===== src/hdl/hsbp_pkg.sv =====
// Shared types and constants for the Huffman symbol bit packer.
package hsbp_pkg;

    localparam int REQ_W        = 2;
    localparam int SYM_W        = 16;
    localparam int CODE_W       = 32;
    localparam int LEN_IN_W     = 6;
    localparam int LEN_MAX_W    = 7;
    localparam int BYTE_W       = 8;

    localparam int DEF_SYMBOL_COUNT  = 65536;
    localparam int DEF_MAX_CODE_BITS = 32;
    localparam int QUEUE_DEPTH       = 4;
    localparam int QCNT_W            = $clog2(QUEUE_DEPTH + 1);

    localparam logic [REQ_W-1:0] REQ_LOAD   = 2'd0;
    localparam logic [REQ_W-1:0] REQ_ENCODE = 2'd1;
    localparam logic [REQ_W-1:0] REQ_FLUSH  = 2'd2;

    typedef struct packed {
        logic                 is_flush;
        logic [CODE_W-1:0]    word;
        logic [LEN_MAX_W-1:0] len;
    } t_entry;

endpackage


===== src/hdl/hsbp_queue.sv =====
// Short FIFO of looked-up codes and flushes between front and back end.
module hsbp_queue
    import hsbp_pkg::*;
(
    input  logic              i_clk,
    input  logic              i_rst_n,
    input  logic              i_push,
    input  t_entry            i_entry,
    input  logic              i_pop,
    output logic              o_valid,
    output t_entry            o_head,
    output logic [QCNT_W-1:0] o_count
);

    localparam int PTR_W = $clog2(QUEUE_DEPTH);

    t_entry            r_slot [QUEUE_DEPTH];
    logic [PTR_W-1:0]  r_wr_ptr;
    logic [PTR_W-1:0]  r_rd_ptr;
    logic [QCNT_W-1:0] r_count;

    always_ff @(posedge i_clk) begin
        if (i_push) begin
            r_slot[r_wr_ptr] <= i_entry;
        end
        if (!i_rst_n) begin
            r_wr_ptr <= '0;
            r_rd_ptr <= '0;
            r_count  <= '0;
        end else begin
            if (i_push) begin
                r_wr_ptr <= r_wr_ptr + 1'b1;
            end
            if (i_pop) begin
                r_rd_ptr <= r_rd_ptr + 1'b1;
            end
            if (i_push && !i_pop) begin
                r_count <= r_count + 1'b1;
            end else if (!i_push && i_pop) begin
                r_count <= r_count - 1'b1;
            end
        end
    end

    assign o_valid = r_count != '0;
    assign o_head  = r_slot[r_rd_ptr];
    assign o_count = r_count;

endmodule


===== config.mk =====
export PLATFORM = sky130hd
export DESIGN_NAME = hsbp_queue
export DESIGN_NICKNAME = d
export VERILOG_FILES = /design/src/hdl/hsbp_pkg.sv /design/src/hdl/hsbp_queue.sv
export SDC_FILE = /design/constraint.sdc
export NUM_CORES = 1
export LEC_CHECK = 0
export ABC_AREA = 0
export BUFFER_PORTS_ARGS = -buffer_cell sky130_fd_sc_hd__buf_2
export CORE_MARGIN = 1
export CORE_UTILIZATION = 56
export DETAILED_ROUTE_END_ITERATION = 10
export PLACE_DENSITY = 0.74
export SETUP_SLACK_MARGIN = 0.1
export SLEW_MARGIN = 20
export SYNTH_ARGS = -nofsm -noshare
export SYNTH_HDL_FRONTEND = slang
export SYNTH_SLANG_ARGS = --single-unit

===== constraint.sdc =====
create_clock -name i_clk -period 2.7 [get_ports i_clk]
set_input_delay 0.135 -clock i_clk [delete_from_list [all_inputs] [get_ports i_clk]]
set_output_delay 0.135 -clock i_clk [all_outputs]
set_load 0.05 [all_outputs]

; ---- Word level (Yosys, flattened, before mapping)
; Memory sizes are Yosys's and may differ from the RTL's. A register that Yosys moved wholly into a read port is not among the register bits.
; Cells that the tools add are included.
[totals]
inputBits = 44
mem_bits_ro = 0
out_inout_bits = 44
mem_count = 1
regBits = 7
latch_bits = 0
mem_bits_rw = 160
word_cells = 20
[memory_table]
columns = name, depth, width, rd, rd_ports_with_merged_regs, wr, line_no
row1 = r_slot, 4, 40, 1, 1, 1, hsbp_queue.sv:17  ; t_entry r_slot [QUEUE_DEPTH];
[classes]
n_addsub = 4
multipliers = 0
order_cmp = 0
reduce_logical = 6
shift = 0
eq_ne = 0
bitwise_logic = 0
muxes = 6
n_div = 0
[ops]
columns = op, n
row1 = 3-bit 2-to-1 mux, 2
row2 = 2-bit by 1-bit adder with 2-bit output (second input constant), 2
row3 = 2-bit 2-to-1 mux, 2
row4 = 3-bit by 1-bit adder with 3-bit output (second input constant), 1
row5 = 3-bit nonzero test, 1
row6 = 3-bit by 1-bit subtractor with 3-bit output (second input constant), 1
row7 = 1-bit logical AND, 2
row8 = 1-bit logical NOT, 2
row9 = 1-bit 2-to-1 mux, 2
row10 = 2-bit nonzero test, 1

; ---- Logic depth before layout (Yosys ltp)
[logic_depth]
word_depth = 4
depth_mapped = 7
mapped_depth_nobuf = 7

; ---- Least setup slack after synthesis
; OpenSTA, ideal clock, no wires.
[synth_timing]
path_type = reg-to-reg
start = reg r_wr_ptr[0]
end = mem r_slot[2][0] (netlist bit), enable pin
required_ps = 2299
synth_period_minus_slack_ps = 1910
setup_slack_ps = 790
path_stages_with_launch = 4
arrival_ps = 1509
setup_time_ps = 401
n_path_buf = 0
path_cell_list = dfxtp_1 -> inv_1 -> ha_1 -> and2_1
[synth_rtl]
columns = element, line_no
row1 = "start, declared", hsbp_queue.sv:18  ; logic [PTR_W-1:0] r_wr_ptr;
row2 = "start signal, assigned", hsbp_queue.sv:32  ; r_wr_ptr <= r_wr_ptr + 1'b1;
row3 = "end, declared", hsbp_queue.sv:17
; No word-level cell before the write port.

==> results.cfg <==
[run_status]
status = finished, final reports clean

[setup_path]
cp.arrival_ns = 2.20
rr_worst_depth = 4
r2r-start = r_wr_ptr[0]
endpoint_kind = primary output
startpoint_type = flip-flop
required_ns = 2.57
critical-path-max-stage-delay_ns = 0.64
crit_fanout = 21
cp_slowest_cell = dfxtp_4
cp_cell_sequence = buf_4, mux4_2, buf_2
r2r-end = r_slot[2][38]
path_class = flip-flop to primary output
worst-r2r-setup-slack_ns = 0.99

[power_and_ir_drop]
peakVddDrop_mv = 0.403
p_per_area_nw_per_um2 = 797
finalPower_mw = 6.29
leakagePower_nw = 2.76

[synthesis]
syn-num-nets = 301
synth_cell_types = 18
synth.avg_cell_area_um2 = 24.9
yosys.area.top_type = edfxtp_1
synth_area_leaders = edfxtp_1 (77%), mux4_2 (14%), dfxtp_1 (2.9%), buf_12 (1.3%), ha_1 (1.0%)
ys_ff_latch = 169
seq_area_frac_synth_pct = 79.7
synth_area_um2 = 6260
ys_warn_count = 0
synth_top_cell_area_share_pct = 76.8
syn_inst = 251

[finish]
nNetsFinal = 453
seq_area_um2 = 4990
final_cell_area_um2 = 7890
final_core_util_pct = 72.8
multi_input_area_um2 = 1150
layout-drive-gt1-share_pct = 40.9
antenna_cells = 0
syn_to_final_growth_pct = 26.1
fill_cells = 649

[global_routing]
grt_pass1_wl_mm = 16.8
track_usage_pct = 20.6
grt_pass1_vias = 3159
grt-ovfl-total = 0
antenna_found_initial = 0
grt_max_degree = 22

[clock_tree]
cts_tree = yes
postCtsSetupRepairBufs = 0
clk_pin_slew_ns = 0.06
ctsResizeCount = 0
htreeDepth = 4
clock_path_buffers = 2
clockRootBuffer = clkbuf_8
clkLatencyLatePin_ns = 0.52
cts_buffers = 17
cts.sinks = 169

[die]
fp-row-count = 38
ios = 88
start_util_pct = 57.7
die_w_um = 108
die_h_um = 108
die_area_um2 = 11600
coreArea_um2 = 10800

[routing]
vias = 3000
wl_per_cell_um = 19.3
viasPerCell = 5.40
first_pass_iters = 4
antenna_left = 0
drt_iter0_drc = 160
route.detailed.drc = 0
wl_mm = 10.7

[timing]
tightest_slew_ns = 0.609
fin_crit_sh_pct = 86.4
max_freq_ghz = 0.429
setup_tns_ns = 0
whs_ns = 0.364
slew_headroom_pct = 59.4
maxSlewViolCount = 0
finalSetupViolCount = 0
finalHoldViolCount = 0
rsz0062_at_grt = false
finClkSkew_ns = 0.00690
period_minus_slack_ns = 2.33

[placed_design]
routabilityCongestion = 0.711
dpl_cell_area_um2 = 6870
io_buffers = 87
dp_hpwl_mm = 6.57

[worst_hold_path]
hp-start = i_entry[38]
min_path_cells = 2
hp-class = primary input to flip-flop
worstHoldEndpoint = r_slot[3][38]

[flow_run]
max-cap-violations = 0
[synthesized netlist by cell type]
library cell  instances
a21boi_0              1
and2_1                9
buf_12                4
buf_2                 4
buf_6                 1
dfxtp_1               9
edfxtp_1            160
fa_1                  1
ha_1                  5
inv_1                 4
mux2i_1               2
mux4_2               40
nand2_1               1
nor2b_1               2
o21ai_0               1
or3_1                 2
xnor2_1               2
xor2_1                3
[sequential cells by signal, indices dropped and copies added (netlist names), named ones only]
signal,count
o_count,3
r_slot,160
r_wr_ptr,2
r_rd_ptr,2
[worst max-delay path: cells and delay by family (launching register included)]
kind / cells / cell delay (ns)
flip-flops: 1 / 0.64
buffers and inverters: 2 / 0.52
multiplexers: 1 / 0.52
[placed cells by master, fill, tap and decap left out, types with 3 or more instances in the layout]
| cell type | n |
|---|---|
| and2_1 | 5 |
| and2_2 | 4 |
| buf_2 | 87 |
| buf_4 | 9 |
| clkbuf_1 | 6 |
| clkbuf_16 | 19 |
| clkinvlp_4 | 3 |
| dfxtp_1 | 7 |
| dlygate4sd3_1 | 44 |
| edfxtp_1 | 160 |
| ha_1 | 5 |
| inv_1 | 4 |
| mux4_2 | 40 |
| xor2_1 | 3 |
[cells by family (layout without fill, tap and decap cells)]
family / after synthesis / count (layout) / synth area share [%]
AO/OA/AOI/OAI: 2 / 2 / 0.200
buffers and inverters: 13 / 178 / 2.02
AND/OR/NAND/NOR: 14 / 14 / 1.36
flip-flops: 169 / 169 / 79.7
multiplexers: 42 / 42 / 14.7
adder cells (fa/ha/maj): 6 / 6 / 1.32
XOR/XNOR: 5 / 5 / 0.700
[layer usage]
metal	routed length [µm]	vias up	GRT usage (%)
li1	-	1363	-
met1	4700	1552	27.7
met2	5450	78	32.6
met3	490	7	6.60
met4	74	0	6.46
met5	0	-	0
[area by class of cell]
type,count,share of cell area [%]
clock buffers,26,6.49
clock inverters,6,0.793
inverters,4,0.190
multi-input cells,69,14.6
flip-flops and latches,169,63.3
well taps,140,2.22
repair buffers,142,12.5
[power breakdown]
group	total, mW	internal, mW	switching [mW]
sequential	3.08	3.01	0.0678
clock	2.29	1.39	0.904
combinational	0.923	0.320	0.603
total	6.29	4.71	1.57
[worst max-delay path by stage]
stage | startpoint | end | slack (ns) | cells past startpoint
2_1_floorplan | r_wr_ptr[0] | r_slot[2][0] | 0.79 | 3
3_3_place_gp | flip-flop | o_head[37] | 0.88 | 3
3_5_place_dp | flip-flop | o_head[37] | 0.86 | 3
4_1_cts | flip-flop | o_head[37] | 0.28 | 3
5_1_grt | flip-flop | o_head[37] | 0.19 | 3
6_report | flip-flop | o_head[37] | 0.37 | 3
[stage by stage]
step                      setup slack, ns  std cells
after global routing                0.194        556
after global placement              0.881        480
final                               0.368        556
after CTS                           0.281        556
after floorplan                     0.790        251
after detailed placement            0.855        480
[repair_timing]
| action | CTS | global route |
|---|---|---|
| endpoints found under the hold margin | 169 | 0 |
| hold buffers | 44 | 0 |
| endpoints found under the setup margin | 0 | 0 |
(Power assumes the default switching activity.)
