===== src/hdl/hsbp_pkg.sv =====
// Shared types and constants for the Huffman symbol bit packer.
package hsbp_pkg;

    localparam int REQ_W        = 2;
    localparam int SYM_W        = 16;
    localparam int CODE_W       = 32;
    localparam int LEN_IN_W     = 6;
    localparam int LEN_MAX_W    = 7;
    localparam int BYTE_W       = 8;

    localparam int DEF_SYMBOL_COUNT  = 65536;
    localparam int DEF_MAX_CODE_BITS = 32;
    localparam int QUEUE_DEPTH       = 4;
    localparam int QCNT_W            = $clog2(QUEUE_DEPTH + 1);

    localparam logic [REQ_W-1:0] REQ_LOAD   = 2'd0;
    localparam logic [REQ_W-1:0] REQ_ENCODE = 2'd1;
    localparam logic [REQ_W-1:0] REQ_FLUSH  = 2'd2;

    typedef struct packed {
        logic                 is_flush;
        logic [CODE_W-1:0]    word;
        logic [LEN_MAX_W-1:0] len;
    } t_entry;

endpackage


===== src/hdl/hsbp_back.sv =====
// Back end: bit packer, byte emission and output register.
module hsbp_back
    import hsbp_pkg::*;
(
    input  logic              i_clk,
    input  logic              i_rst_n,
    input  logic              i_q_valid,
    input  t_entry            i_q_head,
    output logic              o_pop,
    output logic              o_out_valid,
    input  logic              i_out_ready,
    output logic [BYTE_W-1:0] o_out_byte,
    output logic              o_last_byte
);

    logic                 r_busy;
    logic [CODE_W-1:0]    r_word;
    logic [LEN_MAX_W-1:0] r_rem;
    logic [BYTE_W-1:0]    r_pend;
    logic [2:0]           r_pos;
    logic                 r_ovalid;
    logic [BYTE_W-1:0]    r_obyte;
    logic                 r_olast;

    logic                 n_busy;
    logic [CODE_W-1:0]    n_word;
    logic [LEN_MAX_W-1:0] n_rem;
    logic [BYTE_W-1:0]    n_pend;
    logic [2:0]           n_pos;
    logic                 n_ovalid;
    logic [BYTE_W-1:0]    n_obyte;
    logic                 n_olast;

    logic                 out_free;
    logic [3:0]           space;
    logic [3:0]           take;
    logic [BYTE_W-1:0]    mask;
    logic [BYTE_W-1:0]    bits;
    logic [BYTE_W-1:0]    merged;
    logic [3:0]           new_pos;
    logic [LEN_MAX_W-1:0] rem_left;
    logic                 full;

    assign out_free = !r_ovalid || i_out_ready;
    assign space    = 4'd8 - {1'b0, r_pos};
    assign take     = (r_rem < LEN_MAX_W'(space)) ? 4'(r_rem) : space;
    assign mask     = BYTE_W'((9'd1 << take) - 9'd1);
    assign bits     = r_word[BYTE_W-1:0] & mask;
    assign merged   = r_pend | BYTE_W'(bits << r_pos);
    assign new_pos  = {1'b0, r_pos} + take;
    assign full     = new_pos[3];
    assign rem_left = r_rem - LEN_MAX_W'(take);

    assign o_pop = !r_busy && i_q_valid &&
                   (!i_q_head.is_flush || (r_pos == '0) || out_free);

    always_comb begin
        n_busy   = r_busy;
        n_word   = r_word;
        n_rem    = r_rem;
        n_pend   = r_pend;
        n_pos    = r_pos;
        n_ovalid = r_ovalid && !i_out_ready;
        n_obyte  = r_obyte;
        n_olast  = r_olast;
        if (r_busy) begin
            if (!full || out_free) begin
                n_word = r_word >> take;
                n_rem  = rem_left;
                n_busy = rem_left != '0;
                if (full) begin
                    n_ovalid = 1'b1;
                    n_obyte  = merged;
                    n_olast  = rem_left < LEN_MAX_W'(8);
                    n_pend   = '0;
                    n_pos    = '0;
                end else begin
                    n_pend = merged;
                    n_pos  = new_pos[2:0];
                end
            end
        end else if (o_pop) begin
            if (i_q_head.is_flush) begin
                if (r_pos != '0) begin
                    n_ovalid = 1'b1;
                    n_obyte  = r_pend;
                    n_olast  = 1'b1;
                end
                n_pend = '0;
                n_pos  = '0;
            end else begin
                n_busy = 1'b1;
                n_word = i_q_head.word;
                n_rem  = i_q_head.len;
            end
        end
    end

    always_ff @(posedge i_clk) begin
        r_word  <= n_word;
        r_rem   <= n_rem;
        r_obyte <= n_obyte;
        r_olast <= n_olast;
        if (!i_rst_n) begin
            r_busy   <= 1'b0;
            r_pend   <= '0;
            r_pos    <= '0;
            r_ovalid <= 1'b0;
        end else begin
            r_busy   <= n_busy;
            r_pend   <= n_pend;
            r_pos    <= n_pos;
            r_ovalid <= n_ovalid;
        end
    end

    assign o_out_valid = r_ovalid;
    assign o_out_byte  = r_obyte;
    assign o_last_byte = r_olast;

endmodule


===== config.mk =====
export PLATFORM = sky130hd
export DESIGN_NAME = hsbp_back
export DESIGN_NICKNAME = d
export VERILOG_FILES = /design/src/hdl/hsbp_pkg.sv /design/src/hdl/hsbp_back.sv
export SDC_FILE = /design/constraint.sdc
export NUM_CORES = 1
export LEC_CHECK = 0
export BUFFER_PORTS_ARGS = -buffer_cell sky130_fd_sc_hd__clkbuf_2
export CORE_ASPECT_RATIO = 1.4
export CORE_MARGIN = 2
export CORE_UTILIZATION = 54
export CTS_CLUSTER_SIZE = 28
export DETAILED_ROUTE_END_ITERATION = 10
export GPL_TIMING_DRIVEN = 0
export PLACE_DENSITY = 0.87
export RECOVER_POWER = 100
export SYNTH_ARGS = -nofsm -noshare
export SYNTH_HDL_FRONTEND = slang
export SYNTH_SLANG_ARGS = --single-unit

===== constraint.sdc =====
create_clock -name i_clk -period 5.9 [get_ports i_clk]
set_input_delay 0.59 -clock i_clk [delete_from_list [all_inputs] [get_ports i_clk]]
set_output_delay 0.59 -clock i_clk [all_outputs]
set_load 0.005 [all_outputs]

After elaboration in Yosys (flattened, before gate mapping)
Cells that the tools add are included.

cells by class
  order comparisons = 2
  eq/ne operators = 3
  bitwise operators = 2
  reductions and logical operators = 21
  shifts and indexed selects = 3
  $add $sub $neg = 4
  muxes and demuxes = 41

operators with widths
  kind                   number
  $mux W32               4
  $mux W8                11
  $shr A32 B4 Y32        1
  $mux W7                4
  $mux W1                16
  $mux W3                5
  $and A8 B8 Y8          1
  $or A8 B8 Y8           1
  $shl A1 B4 Y8 const A  1
  $shl A8 B3 Y8          1
  $sub A8 B1 Y8 const B  1
  $lt A7 B4 Y1           1
  $lt A7 B4 Y1 const B   1
  $reduce_bool A7 Y1     1
  $sub A7 B4 Y7          1
  $ne A2 B1 Y1 const B   3
  $reduce_and A3 Y1      2
  $reduce_bool A2 Y1     3
  $logic_not A1 Y1       5
  $reduce_and A5 Y1      1
  $add A3 B4 Y4          1
  $logic_or A1 B1 Y1     4
  $mux W4                1
  $sub A4 B3 Y4 const A  1
  other kinds (3)        5

storage, ports and cells
  bits in registers = 61
  input bits = 44
  word-level logic and storage cells = 84
  output and inout bits = 11

Longest topological paths before layout
  depth after elaboration = 11
  depth in mapped cells = 21
  mapped depth without buffers = 18

Worst setup path before layout
Ideal clock, no wire load.

  path type = register to register
  start = register r_pos[1]
  end = register r_word[0], enable pin
  setup time = 0.303 ns
  path slack = 0.383 ns
  cell stages (with the launch flop) = 19
  period minus slack after synthesis = 5.517 ns
  arrival = 5.214 ns
  path buffers = 3
  required time = 5.597 ns
  path through = dfxtp_1 clkbuf_1 nor3_1 inv_1 ha_1 or4_4 buf_6 a2111oi_2 nor2_1 o21ai_2 inv_1 buf_2 ha_1 a21o_1 a21oi_1 xnor2_1 o21ai_0 o21ai_0 o21a_1

on the way
  longest elaborated chain between the ends = 8
  elaborated cells between the ends (all ways) = 13
  classes of those cells = add/sub (2); order compare (1); eq/ne (1); mux (1); reduce/logical (8)

RTL lines
  element                        line              RTL
  start, declared                hsbp_back.sv:20   logic [2:0] r_pos;
  start signal, assigned         hsbp_back.sv:112  r_pos <= n_pos;
  $sub A4 B3 Y4                  hsbp_back.sv:45   assign space = 4'd8 - {1'b0, r_pos};
  $lt A7 B4 Y1                   hsbp_back.sv:46   assign take = (r_rem < LEN_MAX_W'(space)) ? 4'(r_rem) : space;
  $mux W4                        hsbp_back.sv:46
  $add A3 B4 Y4                  hsbp_back.sv:50   assign new_pos = {1'b0, r_pos} + take;
  $logic_not A1 Y1               hsbp_back.sv:67   if (!full || out_free) begin
  $logic_or A1 B1 Y1             hsbp_back.sv:67
  $ne A2 B1 Y1 (no line)         --
  $reduce_and A3 Y1 (no line) *  --
  end signal, assigned           hsbp_back.sv:100  r_word <= n_word;
  end, declared                  hsbp_back.sv:17   logic [CODE_W-1:0] r_word;

Mark *: on every way between the ends. The rest lies on a longest branch, timed or not.
A chain may end at the register's enable or synchronous reset.

Final worst setup path
  start = register r_pos[1]
  end = register r_olast, in the netlist o_last_byte, enable pin

on the way
  longest elaborated chain between the ends = 8
  elaborated cells between the ends (all ways) = 16
  classes of those cells = add/sub (2); order compare (1); eq/ne (2); mux (1); reduce/logical (10)

RTL lines
  element                        line              RTL
  $sub A4 B3 Y4                  hsbp_back.sv:45
  $lt A7 B4 Y1                   hsbp_back.sv:46
  $mux W4                        hsbp_back.sv:46
  $add A3 B4 Y4                  hsbp_back.sv:50
  $logic_not A1 Y1               hsbp_back.sv:67
  $logic_or A1 B1 Y1             hsbp_back.sv:67
  $ne A2 B1 Y1 (no line)         --
  $reduce_and A5 Y1 (no line) *  --
  end signal, assigned           hsbp_back.sv:103  r_olast <= n_olast;
  end, declared                  hsbp_back.sv:23   logic r_olast;

Marks and branches as above.

==> flow_metrics.env <==
export IMPL_status="finished, final reports clean"
export IMPL_synthFlopType="edfxtp_1"
export IMPL_slew_headroom=0.395
export IMPL_synth_edf_count=48
export IMPL_die_area_um2=9840
export IMPL_grt_first_pass_wirelength_um=23100
export IMPL_hp_class="register to register"
export IMPL_cts_resized=0
export IMPL_first_pass_iters=5
export IMPL_gp_congestion=1.00
export IMPL_ys_seq_area_frac=0.348
export IMPL_synth_avg_cell_area_um2=9.43
export IMPL_drive_above_1_share=0.179
export IMPL_multi_input_area_um2=2900
export IMPL_globalRoute_totalOverflow=0
export IMPL_worstPathMaxFanout=11
export IMPL_crit_path_max_incr_delay_ns=0.48
export IMPL_grt_max_degree=26
export IMPL_fp_dieW_um=84.4
export IMPL_die_h_um=117
export IMPL_via_per_inst=6.72
export IMPL_finalSetupViolCount=0
export IMPL_critPathLaunchType="register"
export IMPL_crit_required_ns=5.87
export IMPL_grt_usage=0.302
export IMPL_hold_violations=0
export IMPL_clkLatencyLatePin_ns=0.34
export IMPL_total_power_mw=1.56
export IMPL_vias=4670
export IMPL_initial_core_util=0.547
export IMPL_drtAntennaViolNets=0
export IMPL_fin_nets=638
export IMPL_drt_wl_total_um=14500
export IMPL_end_kind="register"
export IMPL_grt_pass1_vias=4663
export IMPL_leakage_nw=2.41
export IMPL_worstSetupPathType="register to register"
export IMPL_crit_path_frequent_cell="ha_1"
export IMPL_holdBufCountCts=0
export IMPL_slew_violations=0
export IMPL_portBuffers=54
export IMPL_critical_path_arrival_ns=5.48
export IMPL_postLayoutCoreUtil=0.624
export IMPL_drc=0
export IMPL_hpwl_um=10900
export IMPL_h_tree_depth=3
export IMPL_routedWlPerCell_um=20.9
export IMPL_final_min_clock_period_ns=5.51
export IMPL_antenna_cells=0
export IMPL_coreArea_um2=8930
export IMPL_synth_seq_cells=61
export IMPL_dp_slack_ns=0.0148
export IMPL_synth_warnings=0
export IMPL_drtIter0Drc=483
export IMPL_regArea_um2=1700
export IMPL_async_reset_ff_frac=0
export IMPL_area_delta_synth_final_pct=14.0
export IMPL_cts_tree="done"
export IMPL_fin_crit_sh=0.934
export IMPL_antenna_found_initial=0
export IMPL_crit_path_top_delay_cell="nor3_4"
export IMPL_setup_ws_ns=0.392
export IMPL_syn_inst=518
export IMPL_clock_path_buffers=2
export IMPL_hold_slack_ns=0.466
export IMPL_fmaxAchievable_mhz=182
export IMPL_row_count=41
export IMPL_ios=55
export IMPL_ir_worst_vdd_mv=0.179
export IMPL_rsz0062_at_grt="false"
export IMPL_cp_cell_sequence="clkbuf_1, clkinv_1, ha_1, ha_1, buf_2, nor2b_1, o21ai_1, a21oi_1, o21ai_2, inv_1, buf_2, ha_1, a21o_1, a21oi_1, nor4_1, nor3_4, nand2_1, a21oi_2"
export IMPL_syn_nets=573
export IMPL_fin_skew_ns=0.0103
export IMPL_worst_pin_slew_ns=0.908
export IMPL_post_cts_buffers=0
export IMPL_clock_tree_root_cell="clkbuf_16"
export IMPL_synth_cell_area_um2=4890
export IMPL_cts_made_buffers=9
export IMPL_fillers=784
export IMPL_path_clk_slew_ns=0.05
export IMPL_yosysUniqueCellTypes=77
export IMPL_drv_cap=0
export IMPL_power_density_nw_per_um2=281
export IMPL_cts_num_sinks=61
-- cells by family after synthesis --
| family | after synthesis | synth area share |
|---|---|---|
| DFF | 61 | 0.348 |
| buffers and inverters | 56 | 0.0528 |
| adders and majority gates | 11 | 0.0297 |
| xor gates and xnor gates | 6 | 0.0108 |
| and+or+nand+nor | 156 | 0.167 |
| muxes | 70 | 0.155 |
| AOI/OAI and AO/OA | 158 | 0.237 |
-- flip-flops by register name (all words and copies together) (netlist names) --
name,cells
o_out_byte,8
r_busy,1
o_last_byte,1
r_rem,7
r_pos,3
r_word,32
o_out_valid,1
r_pend,8
-- critical path: cells and delay by family (launching register included) --
kind | cells | cell delay (ns)
AOI/OAI and AO/OA | 6 | 1.72
buffers and inverters | 5 | 1.31
adders and majority gates | 3 | 0.79
DFF | 1 | 0.41
and+or+nand+nor | 4 | 0.90
-- cells in the final DEF, fill, tap and decap left out, drive strengths merged, types with 8 or more instances in the layout --
cell    netlist  layout
clkbuf       20      90
nand2        43      43
edfxtp       48      48
nand2b        8       8
a31oi        12      12
o221ai       21      21
inv          16      16
nor2         44      44
a211oi       17      17
nand3        14      14
ha           10      10
nor3         11      11
dfxtp        13      13
buf          17      12
a21oi        23      23
o21ai        32      32
mux2i        62      62
-- layer usage --
metal / routed length [um] / track usage
met1: 5480 / 0.328
met2: 7440 / 0.560
met3: 908 / 0.0544
met4: 676 / 0.156
met5: 0 / 0
-- synth_stat cells (3+ instances only) --
library cell   n  area share
o211ai_1       6      0.0092
mux4_2         4       0.018
a21oi_1       23       0.024
a21boi_0       5      0.0077
a31o_2         3      0.0054
inv_1         14       0.011
nand4_1        6      0.0077
nor2_1        43       0.033
a211oi_1      17       0.026
buf_2          9      0.0092
o21ai_0       27       0.028
nor2b_1        6      0.0077
edfxtp_1      48        0.30
nor3b_1        3      0.0046
o21a_1         6      0.0092
nand2_1       43       0.033
dfxtp_1       13       0.053
mux2_2         4      0.0092
nand2b_1       8       0.010
o22ai_2        3      0.0077
a41oi_1        3      0.0054
o21ai_1        3      0.0031
clkbuf_1      20       0.015
o2bb2ai_1      4      0.0072
buf_6          3      0.0069
clkinv_1       3      0.0023
o221ai_1      21       0.038
xnor2_1        5      0.0090
mux2i_1       62        0.13
nand3_1       14       0.014
ha_1          10       0.026
and2_1         5      0.0064
a31oi_1       11       0.014
nor3_1         8      0.0082
buf_4          3      0.0046
-- report_power, final --
group / internal, mW / switching, mW / total, mW
clock: 0.333 / 0.204 / 0.537
combinational: 0.183 / 0.300 / 0.482
sequential: 0.513 / 0.0311 / 0.544
total: 1.03 / 0.535 / 1.56
-- area by class of cell --
type | count | share of cell area
tap | 107 | 0.0240
clock buffer | 11 | 0.0494
multi-input combinational | 401 | 0.521
timing repair buffer | 55 | 0.0512
sequential | 61 | 0.306
buffer | 36 | 0.0297
clock inverter | 5 | 0.00539
inverter | 19 | 0.0133
-- final timing paths --
kind	start	to	slack, ns	depth (start not counted)
min reg2reg	r_pend[5]$_SDFFE_PN0P_	r_pend[5]$_SDFFE_PN0P_	0.47	2
min	r_pend[5]$_SDFFE_PN0P_	r_pend[5]$_SDFFE_PN0P_	0.47	2
max	r_pos[1]$_SDFFE_PN0P_	o_last_byte$_SDFFCE_PN1P_	0.39	18
max reg2reg	r_pos[1]$_SDFFE_PN0P_	o_last_byte$_SDFFCE_PN1P_	0.39	18
-- per-stage QoR --
step / TNS, ns / area (um^2) / cells
2_1_floorplan: 0 / 4890 / 518
3_3_place_gp: -48.74 / 5290 / 679
3_5_place_dp: 0 / 5320 / 680
4_1_cts: 0 / 5630 / 696
5_1_grt: 0 / 5570 / 695
6_report: 0 / 5570 / 695
Power figures use the tool's default switching activity.
